### config.mk
export PLATFORM = sky130hd
export DESIGN_NAME = epoch_seconds_to_calendar_date
export DESIGN_NICKNAME = d
export VERILOG_FILES = /design/src/hw/rtl/es2cd_pkg.sv /design/src/hw/rtl/epoch_seconds_to_calendar_date.sv /design/src/hw/rtl/es2cd_sub.sv /design/src/hw/rtl/es2cd_seq.sv
export VERILOG_INCLUDE_DIRS = /design/src /design/src/hw/rtl
export SDC_FILE = /design/constraint.sdc
export NUM_CORES = 1
export LEC_CHECK = 0
export BUFFER_PORTS_ARGS = -buffer_cell sky130_fd_sc_hd__buf_2
export CORE_MARGIN = 4
export CORE_UTILIZATION = 35
export CTS_CLUSTER_DIAMETER = 80
export DETAILED_ROUTE_END_ITERATION = 7
export PLACE_DENSITY_LB_ADDON = 0.2
export SYNTH_ARGS = -nofsm -noshare
export SYNTH_HDL_FRONTEND = slang
export SYNTH_SLANG_ARGS = --single-unit
### constraint.sdc
create_clock -name clk -period 7.9 [get_ports clk]
set_clock_uncertainty 0.05 [all_clocks]
set_input_delay 1.185 -clock clk [delete_from_list [all_inputs] [get_ports clk]]
set_output_delay 1.185 -clock clk [all_outputs]
set_load 0.05 [all_outputs]
### src/hw/rtl/epoch_seconds_to_calendar_date_macros.svh
`ifndef EPOCH_SECONDS_TO_CALENDAR_DATE_MACROS_SVH
`define EPOCH_SECONDS_TO_CALENDAR_DATE_MACROS_SVH

// Both macros sample on clk and are switched off while rst_n is low.

// Same-cycle implication.
`define ES2CD_ASSERT_IMP(label, ante, cons, msg) \
    label: assert property (@(posedge clk) disable iff (!rst_n) (ante) |-> (cons)) \
        else $error(msg);

// Next-cycle implication.
`define ES2CD_ASSERT_NXT(label, ante, cons, msg) \
    label: assert property (@(posedge clk) disable iff (!rst_n) (ante) |=> (cons)) \
        else $error(msg);

`endif

### src/hw/rtl/es2cd_pkg.sv
`timescale 1ns / 1ps

package es2cd_pkg;

    localparam int YEAR_SPAN_DEF = 100;
    localparam int YEAR_CNT_W    = 8;
    localparam int SECS_W        = 32;
    localparam int LEN_W         = 25;

    localparam logic [LEN_W-1:0] DAY_SECS       = LEN_W'(86400);
    localparam logic [LEN_W-1:0] HOUR_SECS      = LEN_W'(3600);
    localparam logic [LEN_W-1:0] MIN_SECS       = LEN_W'(60);
    localparam logic [LEN_W-1:0] YEAR_SECS      = LEN_W'(365 * 86400);
    localparam logic [LEN_W-1:0] YEAR_LEAP_SECS = LEN_W'(366 * 86400);

    localparam logic [3:0] MONTH_JAN = 4'd1;
    localparam logic [3:0] MONTH_FEB = 4'd2;
    localparam logic [3:0] MONTH_DEC = 4'd12;

    typedef struct packed {
        logic       in_range;
        logic [6:0] year_offset;
        logic [3:0] month;
        logic [4:0] day;
        logic [4:0] hour;
        logic [5:0] minute;
        logic [5:0] second;
    } es2cd_result_t;

    typedef struct packed {
        logic idle;
        logic done;
    } es2cd_status_t;

    // Year offsets from 2000 only reach 2100 with the default YEAR_SPAN, so the only century year that
    // breaks the four-year rule is 2100.
    function automatic logic is_leap(input logic [YEAR_CNT_W-1:0] off);
        return (off[1:0] == 2'b00) && (off != YEAR_CNT_W'(100));
    endfunction

    function automatic logic [LEN_W-1:0] month_secs(input logic [3:0] m, input logic leap);
        logic [LEN_W-1:0] secs;
        unique case (m)
            4'd4, 4'd6, 4'd9, 4'd11: secs = LEN_W'(30 * 86400);
            MONTH_FEB:               secs = leap ? LEN_W'(29 * 86400) : LEN_W'(28 * 86400);
            default:                 secs = LEN_W'(31 * 86400);
        endcase
        return secs;
    endfunction

endpackage

### src/hw/rtl/epoch_seconds_to_calendar_date.sv
`timescale 1ns / 1ps

// Converts a count of seconds since 2000-01-01 00:00:00 into year offset from
// 2000, month, day, hour, minute and second under the Gregorian leap rule.
// Counts at or beyond YEAR_SPAN years give in_range low and all date fields
// zero. One 32-bit subtract-and-compare unit is stepped once a cycle through
// the years, months, days, hours and minutes. A finished item is loaded into
// the output register once that register is free, and the next item can be
// accepted in the cycle after the load. The input side is not ready while a
// conversion runs; a finished item waits in the output register, so the next
// conversion can start before it is taken.
module epoch_seconds_to_calendar_date
    import es2cd_pkg::*;
#(
    parameter int YEAR_SPAN = YEAR_SPAN_DEF
)
(
    input  logic        clk,
    input  logic        rst_n,
    input  logic        s_axis_tvalid,
    output logic        s_axis_tready,
    // [31:0] seconds_count
    input  logic [31:0] s_axis_tdata,
    output logic        m_axis_tvalid,
    input  logic        m_axis_tready,
    // [6:0] year_offset, [10:7] month, [15:11] day, [20:16] hour,
    // [26:21] minute, [32:27] second, [39:33] zero
    output logic [39:0] m_axis_tdata,
    // [0] in_range
    output logic        m_axis_tuser
);

    es2cd_status_t status;
    es2cd_result_t result;
    logic          start;
    logic          load;
    logic          out_valid_reg, out_valid_next;
    es2cd_result_t out_reg;

    assign s_axis_tready = status.idle;
    assign start         = s_axis_tvalid & s_axis_tready;
    assign load          = status.done & (~out_valid_reg | m_axis_tready);

    es2cd_seq #(
        .YEAR_SPAN (YEAR_SPAN)
    ) u_seq (
        .clk           (clk),
        .rst_n         (rst_n),
        .start         (start),
        .seconds_count (s_axis_tdata),
        .load          (load),
        .status        (status),
        .result        (result)
    );

    always_comb
    begin
        out_valid_next = out_valid_reg;
        if (load)
        begin
            out_valid_next = 1'b1;
        end
        else if (m_axis_tready)
        begin
            out_valid_next = 1'b0;
        end
    end

    always_ff @(posedge clk or negedge rst_n)
    begin
        if (!rst_n)
        begin
            out_valid_reg <= 1'b0;
        end
        else
        begin
            out_valid_reg <= out_valid_next;
        end
    end

    always_ff @(posedge clk)
    begin
        if (load)
        begin
            out_reg <= result;
        end
    end

    assign m_axis_tvalid = out_valid_reg;
    assign m_axis_tuser  = out_reg.in_range;
    assign m_axis_tdata  = {7'd0, out_reg.second, out_reg.minute, out_reg.hour,
                            out_reg.day, out_reg.month, out_reg.year_offset};

endmodule

### src/hw/rtl/es2cd_sub.sv
`timescale 1ns / 1ps

module es2cd_sub
    import es2cd_pkg::*;
(
    input  logic [SECS_W-1:0] rem,
    input  logic [LEN_W-1:0]  len,
    output logic [SECS_W-1:0] diff,
    output logic              ge
);

    logic [SECS_W:0] wide;

    // The borrow out of the subtraction doubles as the compare result.
    assign wide = {1'b0, rem} - {1'b0, SECS_W'(len)};
    assign diff = wide[SECS_W-1:0];
    assign ge   = ~wide[SECS_W];

endmodule

### src/hw/rtl/es2cd_seq.sv
`timescale 1ns / 1ps

`include "epoch_seconds_to_calendar_date_macros.svh"

module es2cd_seq
    import es2cd_pkg::*;
#(
    parameter int YEAR_SPAN = YEAR_SPAN_DEF
)
(
    input  logic               clk,
    input  logic               rst_n,
    input  logic               start,
    input  logic [SECS_W-1:0]  seconds_count,
    input  logic               load,
    output es2cd_status_t      status,
    output es2cd_result_t      result
);

    localparam logic [2:0] ST_IDLE  = 3'd0;
    localparam logic [2:0] ST_YEAR  = 3'd1;
    localparam logic [2:0] ST_MONTH = 3'd2;
    localparam logic [2:0] ST_DAY   = 3'd3;
    localparam logic [2:0] ST_HOUR  = 3'd4;
    localparam logic [2:0] ST_MIN   = 3'd5;
    localparam logic [2:0] ST_DONE  = 3'd6;

    localparam logic [YEAR_CNT_W-1:0] SPAN = YEAR_CNT_W'(YEAR_SPAN);

    logic [2:0]            state_reg, state_next;
    logic                  in_range_reg, in_range_next;
    logic [SECS_W-1:0]     rem_reg, rem_next;
    logic [YEAR_CNT_W-1:0] year_reg, year_next;
    logic [3:0]            month_reg, month_next;
    logic [4:0]            day_reg, day_next;
    logic [4:0]            hour_reg, hour_next;
    logic [5:0]            minute_reg, minute_next;

    logic [LEN_W-1:0]      len;
    logic [SECS_W-1:0]     diff;
    logic                  ge;
    logic                  leap;

    assign leap = is_leap(year_reg);

    always_comb
    begin
        unique case (state_reg)
            ST_YEAR:  len = leap ? YEAR_LEAP_SECS : YEAR_SECS;
            ST_MONTH: len = month_secs(month_reg, leap);
            ST_DAY:   len = DAY_SECS;
            ST_HOUR:  len = HOUR_SECS;
            default:  len = MIN_SECS;
        endcase
    end

    es2cd_sub u_sub (
        .rem  (rem_reg),
        .len  (len),
        .diff (diff),
        .ge   (ge)
    );

    always_comb
    begin
        state_next    = state_reg;
        in_range_next = in_range_reg;
        rem_next      = rem_reg;
        year_next     = year_reg;
        month_next    = month_reg;
        day_next      = day_reg;
        hour_next     = hour_reg;
        minute_next   = minute_reg;
        unique case (state_reg)
            ST_IDLE:
            begin
                if (start)
                begin
                    state_next    = ST_YEAR;
                    in_range_next = 1'b1;
                    rem_next      = seconds_count;
                    year_next     = '0;
                    month_next    = MONTH_JAN;
                    day_next      = '0;
                    hour_next     = '0;
                    minute_next   = '0;
                end
            end
            ST_YEAR:
            begin
                if (year_reg >= SPAN)
                begin
                    in_range_next = 1'b0;
                    state_next    = ST_DONE;
                end
                else if (ge)
                begin
                    rem_next  = diff;
                    year_next = year_reg + 1'b1;
                end
                else
                begin
                    state_next = ST_MONTH;
                end
            end
            ST_MONTH:
            begin
                // December takes whatever is left, so it is never subtracted.
                if (month_reg != MONTH_DEC && ge)
                begin
                    rem_next   = diff;
                    month_next = month_reg + 1'b1;
                end
                else
                begin
                    state_next = ST_DAY;
                end
            end
            ST_DAY:
            begin
                if (ge)
                begin
                    rem_next = diff;
                    day_next = day_reg + 1'b1;
                end
                else
                begin
                    state_next = ST_HOUR;
                end
            end
            ST_HOUR:
            begin
                if (ge)
                begin
                    rem_next  = diff;
                    hour_next = hour_reg + 1'b1;
                end
                else
                begin
                    state_next = ST_MIN;
                end
            end
            ST_MIN:
            begin
                if (ge)
                begin
                    rem_next    = diff;
                    minute_next = minute_reg + 1'b1;
                end
                else
                begin
                    state_next = ST_DONE;
                end
            end
            ST_DONE:
            begin
                if (load)
                begin
                    state_next = ST_IDLE;
                end
            end
            default:
            begin
                state_next = ST_IDLE;
            end
        endcase
    end

    always_ff @(posedge clk or negedge rst_n)
    begin
        if (!rst_n)
        begin
            state_reg    <= ST_IDLE;
            in_range_reg <= 1'b0;
        end
        else
        begin
            state_reg    <= state_next;
            in_range_reg <= in_range_next;
        end
    end

    always_ff @(posedge clk)
    begin
        rem_reg    <= rem_next;
        year_reg   <= year_next;
        month_reg  <= month_next;
        day_reg    <= day_next;
        hour_reg   <= hour_next;
        minute_reg <= minute_next;
    end

    assign status.idle = (state_reg == ST_IDLE);
    assign status.done = (state_reg == ST_DONE);

    always_comb
    begin
        result = '0;
        if (in_range_reg)
        begin
            result.in_range    = 1'b1;
            result.year_offset = 7'(year_reg);
            result.month       = month_reg;
            result.day         = day_reg + 1'b1;
            result.hour        = hour_reg;
            result.minute      = minute_reg;
            result.second      = rem_reg[5:0];
        end
    end

    `ES2CD_ASSERT_NXT(a_start_clears, start && state_reg == ST_IDLE,
        state_reg == ST_YEAR && year_reg == '0 && month_reg == MONTH_JAN,
        "conversion did not start from a cleared state")
    `ES2CD_ASSERT_IMP(a_day_bound, state_reg == ST_DAY, day_reg <= 5'd30,
        "day count ran past the end of the month")
    `ES2CD_ASSERT_NXT(a_min_end, state_reg == ST_MIN && !ge,
        state_reg == ST_DONE && rem_reg < SECS_W'(60),
        "seconds left over after the minute phase")
    `ES2CD_ASSERT_IMP(a_fields_ok, state_reg == ST_DONE && in_range_reg,
        month_reg >= MONTH_JAN && month_reg <= MONTH_DEC && hour_reg <= 5'd23
            && minute_reg <= 6'd59,
        "finished date has a field out of its range")

endmodule

* After elaboration in Yosys (flattened, before gate mapping) *
Index checks and enable logic that the tools add are counted.

cells by class
  $lt $le $gt $ge = 1
  add/subtract/negate cells = 6
  reduce and logical (&&, ||, !) cells = 21
  eq/ne operators = 27
  mux-type cells = 39
  bitwise logic cells = 5

operators with widths
  cell                                                                    count
  32-bit two-way mux                                                      4
  32-bit case mux with 4 select lines                                     1
  25-bit case mux with 4 select lines                                     1
  25-bit case mux with 2 select lines                                     1
  18-bit two-way mux                                                      2
  34-bit two-way mux                                                      1
  32-bit by 25-bit subtractor with 33-bit output                          1
  3-bit two-way mux                                                       8
  8-bit two-way mux                                                       3
  3-bit case mux with 7 select lines                                      1
  5-bit case mux with 2 select lines                                      2
  2-bit != test (second input constant)                                   9
  8-bit case mux with 2 select lines                                      1
  5-bit two-way mux                                                       3
  3-bit AND reduction                                                     5
  6-bit two-way mux                                                       2
  6-bit case mux with 2 select lines                                      1
  2-bit nonzero test                                                      6
  5-bit by 1-bit adder with 5-bit output (second input constant)          2
  3-bit == test (second input constant)                                   3
  8-bit by 1-bit adder with 8-bit output (second input constant)          1
  4-bit by 3-bit == test with 1-bit output (second input constant)        2
  4-bit == test (second input constant)                                   2
  8-bit by 7-bit >= comparator with 1-bit output (second input constant)  1
  24 further kinds                                                        36

word-level totals
  register bits after elaboration = 99
  input bits = 36
  output and inout port bits = 43
  word-level logic and storage cells = 115

* Depth between registers and ports, before layout *
  depth in word-level cells = 10
  gate-level depth with buffers = 17
  mapped depth without buffers = 17

* Modules after synthesis *
Synthesis repeated with hierarchy kept, for this count alone.

second synthesis, totals
  cell total of the unflattened synthesis = 633
  area total of the unflattened synthesis = 6612.6 sq um

by module, submodules not included
  module                          cells each  times used  area an instance (sq um)
  es2cd_seq                       316         1           3602.2
  es2cd_sub                       270         1           1883.1
  epoch_seconds_to_calendar_date  47          1           1127.3

* Worst setup path after synthesis *
No wires, ideal clock.

  kind = register -> register
  from = reg u_seq.state_reg[0]
  to = reg u_seq.rem_reg[10], enable pin
  stages on the path, launching flop included = 16
  path slack = 3453 ps
  setup time = 465 ps
  period minus slack after synthesis = 4447 ps
  data arrival time = 3932 ps
  cells stage by stage = dfrtp_1 clkbuf_1 nor2b_1 nor2b_1 inv_1 clkbuf_1 nand2_1 a21oi_1 ha_1 a21oi_1 o21ai_1 a21o_1 and2_0 or4b_4 o21ai_0 nand2_1

on the way
  longest elaborated chain between the ends = 7

ends and longest elaborated chain
  what                                                RTL line                          source
  from (decl)                                         es2cd_seq.sv:30                   logic [2:0] state_reg, state_next;
  from (signal assigned)                              es2cd_seq.sv:178                  state_reg <= state_next;
  3-bit == test (tied with other cells)               es2cd_seq.sv:48, es2cd_seq.sv:74
  25-bit case mux with 4 select lines                 es2cd_seq.sv:48                   unique case (state_reg)
  32-bit by 25-bit subtractor with 33-bit output      es2cd_sub.sv:15                   assign wide = {1'b0, rem} - {1'b0, SECS_W'(len)};
  1-bit inverter                                      es2cd_sub.sv:17                   assign ge = ~wide[SECS_W];
  1-bit logical AND                                   es2cd_seq.sv:109                  if (month_reg != MONTH_DEC && ge)
  2-bit by 1-bit != test with 1-bit output (no line)  -
  4-bit AND reduction (no line) *                     -
  to (signal assigned)                                es2cd_seq.sv:185                  rem_reg <= rem_next;
  to (decl)                                           es2cd_seq.sv:32                   logic [SECS_W-1:0] rem_reg, rem_next;

Every way passes the cells marked *; elsewhere a longest branch is shown, timed or not.
A chain may end at the register's enable or synchronous reset.

* Final worst setup path *
  from = reg u_seq.state_reg[2]
  to = reg u_seq.year_reg[4], enable pin

on the way
  longest elaborated chain between the ends = 5

ends and longest elaborated chain
  what                                            RTL line          source
  3-bit == test (tied with other cells)           es2cd_seq.sv:48
  25-bit case mux with 4 select lines             es2cd_seq.sv:48
  32-bit by 25-bit subtractor with 33-bit output  es2cd_sub.sv:15
  2-bit != test (no line)                         -
  4-bit AND reduction (no line) *                 -
  to (signal assigned)                            es2cd_seq.sv:186  year_reg <= year_next;
  to (decl)                                       es2cd_seq.sv:33   logic [YEAR_CNT_W-1:0] year_reg, year_next;

Marked as above.

==> results.md <==
- Status: finished, final reports clean
- Mean area per synthesized cell: 10.1 um2
- H-tree Lvls: 3
- Ports: 79
- Measured slew at the worst slew-check pin: 1.15 ns
- Leakage: 2.43 nW
- Prevailing post-synth register cell: edfxtp_1
- IO buf count: 71
- Pwr Total: 1.85 mW
- Clock transition at path regs: 0.08 ns
- Largest net degree at the start of global routing: 43
- Sequential-to-total area share from yosys stat: 0.502
- ANT nets after route: 0
- CP Max Fanout: 18
- Hold Path Class: flip-flop to flip-flop
- Antenna violations before repair: 0
- Worst reg-to-reg path cell count: 12
- Crit path max-delay cell type: o31ai_1
- Final Instance Area: 0.00674 mm2
- Number of synthesized flops with an enable pin: 94
- Final setup fails: 0
- Number of flip-flops under the largest register name: 33
- Final non-filler cell total: 875
- Initial DRC Count: 204
- CP bufs+invs: 1
- CP startpoint: u_seq.state_reg[2]$_DFFE_PN0P_
- Placed insts: 859
- Cts bufs inserted: 9
- CP Data Arrival Time: 5.26 ns
- Reg2Reg Launch Point: u_seq.state_reg[2]$_DFFE_PN0P_
- Routed via count: 4419
- Avg WL per Cell: 15.3 um
- Core area: 0.0165 mm2
- Setup tns final: 0 ns
- Layout cell share with drive strength beyond 1: 0.151
- Grt ovf: 0
- RR Endpoint: u_seq.year_reg[4]$_SDFFCE_PN0P_
- Hold-fix buffers, CTS: 0
- Unrepaired setup endpoints after global routing: no
- Max-slew violation count: 0
- Area growth from synthesis to layout: 14.9%
- Routed WL: 13.4 mm
- Filler instances: 1626
- Clock Path Buffers: 2
- Tcrit/Tclk final: 0.676
- Clk_lat worst skew: 0.36 ns
- Row cnt: 47
- Worst path depth: 12
- DRT Pass-1 Iters: 5
- Netlist Area Pre-Place: 0.00587 mm2
- Critical path endpoint category: flip-flop
- Data required, critical path: 7.82 ns
- R2R setup slack: 2.56 ns
- First-pass GRT wire length: 21.6 mm
- Yosys warnings: 0
- Via/cell ratio: 5.05
- NumNets Final: 717
- Asr flop ratio synth: 0.0505
- VDD IR max: 0.000149 V
- Max transition margin: 0.228
- Startpoint types: flip-flop
- Worst path cell trace: nor2b_1, nor2b_1, inv_1, nor2_1, nor3_1, ha_1, nand2_1, a211oi_1, o21ai_1, a211oi_1, nor2_1, o31ai_1
- Critical path class: flip-flop to flip-flop
- CTS sink count: 99
- Fmax: 187 MHz
- FF/Latch Area: 0.00295 mm2
- CP peak stage delay: 0.99 ns
- Hpwl dp: 10.0 mm
- Die Area: 0.0189 mm2
- Routability cong.: 0.914
- Flops & latches, synth: 99
- Initial Util: 0.355
- Vias in the first global route: 4391
- Diodes inserted: 0
- Die Height: 138 um
- Total track usage: 0.146
- CP top delay family: compound AO/OA/AOI/OAI gates
- # resized after CTS: 0
- Multi-input gate area: 0.00277 mm2
- MaxCap Viol Count: 0
- DRC viols: 0
- Final Hold Viols: 0
- PwrDens: 274 mW/mm2
- Postcts setup bufs: 0
- Width of the die: 138 um
- Netlist cell types: 57
- Clk root buf: clkbuf_16
- Crit path capture: u_seq.year_reg[4]$_SDFFCE_PN0P_
- Placed inst area: 0.00643 mm2
- Min Tclk post-route: 5.34 ns
- CTS tree: built
- Gate count after technology mapping: 584
==> cells by family after synthesis <==
group | count (synthesis) | synth area share
other | 1 | 0.000639
DFF | 99 | 0.502
adders and majority gates | 31 | 0.0673
and+or+nand+nor | 239 | 0.202
muxes | 3 | 0.00533
buffers and inverters | 41 | 0.0307
AOI/OAI and AO/OA | 136 | 0.141
xor gates and xnor gates | 34 | 0.0507
==> how the worst min path moves through the flow <==
| stage | slack, ns | cells past startpoint | to | from |
|---|---|---|---|---|
| 2_1_floorplan | 0.45 | 1 | m_axis_tdata[27]$_SDFFCE_PN0P_ | u_seq.rem_reg[0]$_DFFE_PP_ |
| 3_3_place_gp | 0.46 | 1 | m_axis_tdata[27]$_SDFFCE_PN0P_ | u_seq.rem_reg[0]$_DFFE_PP_ |
| 3_5_place_dp | 0.46 | 1 | m_axis_tdata[27]$_SDFFCE_PN0P_ | u_seq.rem_reg[0]$_DFFE_PP_ |
| 4_1_cts | 0.48 | 1 | m_axis_tdata[27]$_SDFFCE_PN0P_ | u_seq.rem_reg[0]$_DFFE_PP_ |
| 5_1_grt | 0.49 | 1 | m_axis_tdata[27]$_SDFFCE_PN0P_ | u_seq.rem_reg[0]$_DFFE_PP_ |
| 6_report | 0.48 | 1 | m_axis_tdata[27]$_SDFFCE_PN0P_ | u_seq.rem_reg[0]$_DFFE_PP_ |
==> report_power, final <==
group / internal (mW) / leakage, nW / total, mW / switching [mW]
sequential: 0.686 / 0.843 / 0.730 / 0.0442
combinational: 0.283 / 1.45 / 0.660 / 0.377
clock: 0.252 / 0.146 / 0.461 / 0.209
total: 1.22 / 2.43 / 1.85 / 0.631
==> cell usage after synthesis, drive strengths merged (11+ instances only) <==
cell	instances	area, um2
a21oi	49	245
and2	39	244
buf	11	67.6
clkbuf	14	52.6
edfxtp	94	2820
ha	30	375
inv	16	60.1
nand2	50	188
nand3	19	95.1
nor2	74	285
nor2b	15	93.8
nor3	11	55.1
o21ai	32	160
xnor2	14	123
xor2	20	175
==> layout by cell type, fill, tap and decap left out, types with 3 or more instances in the layout <==
master     count
a21oi_1       49
o21ai_0       30
and2_1        38
conb_1         7
a21o_1         9
clkbuf_16      9
ha_1          30
inv_1         16
nand3_1       19
dfrtp_1        5
and3_1         6
nor2_1        72
nor2b_1       15
nand2b_1       6
buf_2         71
xor2_1        20
buf_4          3
nor3_1        11
or3_1          5
a31oi_1        8
a211oi_1       6
nand2_1       50
o31ai_1        4
o21a_1         7
xnor2_1       14
edfxtp_1      94
==> per-stage QoR <==
step	hold WS [ns]	util	worst slack [ns]
final	0.479	0.408	2.56
after global routing	0.490	0.408	1.87
after CTS	0.480	0.408	2.53
after detailed placement	0.464	0.389	2.57
after global placement	0.459	0.389	2.86
after floorplan	0.453	-	3.45
==> metal layers <==
metal | up-vias | routed length, um | share of wire | GRT usage
li1 | 2219 | - | - | -
met1 | 2071 | 6430 | 0.48 | 0.196
met2 | 111 | 6020 | 0.45 | 0.237
met3 | 18 | 637 | 0.048 | 0.0237
met4 | 0 | 273 | 0.020 | 0.0582
met5 | - | 0 | 0 | 0
==> area by class of cell <==
| type | instances | area share |
|---|---|---|
| Sequential cell | 99 | 0.437 |
| Timing Repair Buffer | 74 | 0.0560 |
| Multi-Input combinational cell | 450 | 0.411 |
| Inverter | 16 | 0.00891 |
| Clock buffer | 9 | 0.0334 |
| Tap cell | 220 | 0.0408 |
| Clock inverter | 7 | 0.0126 |
Note: power is estimated with default switching activity, not from simulation.
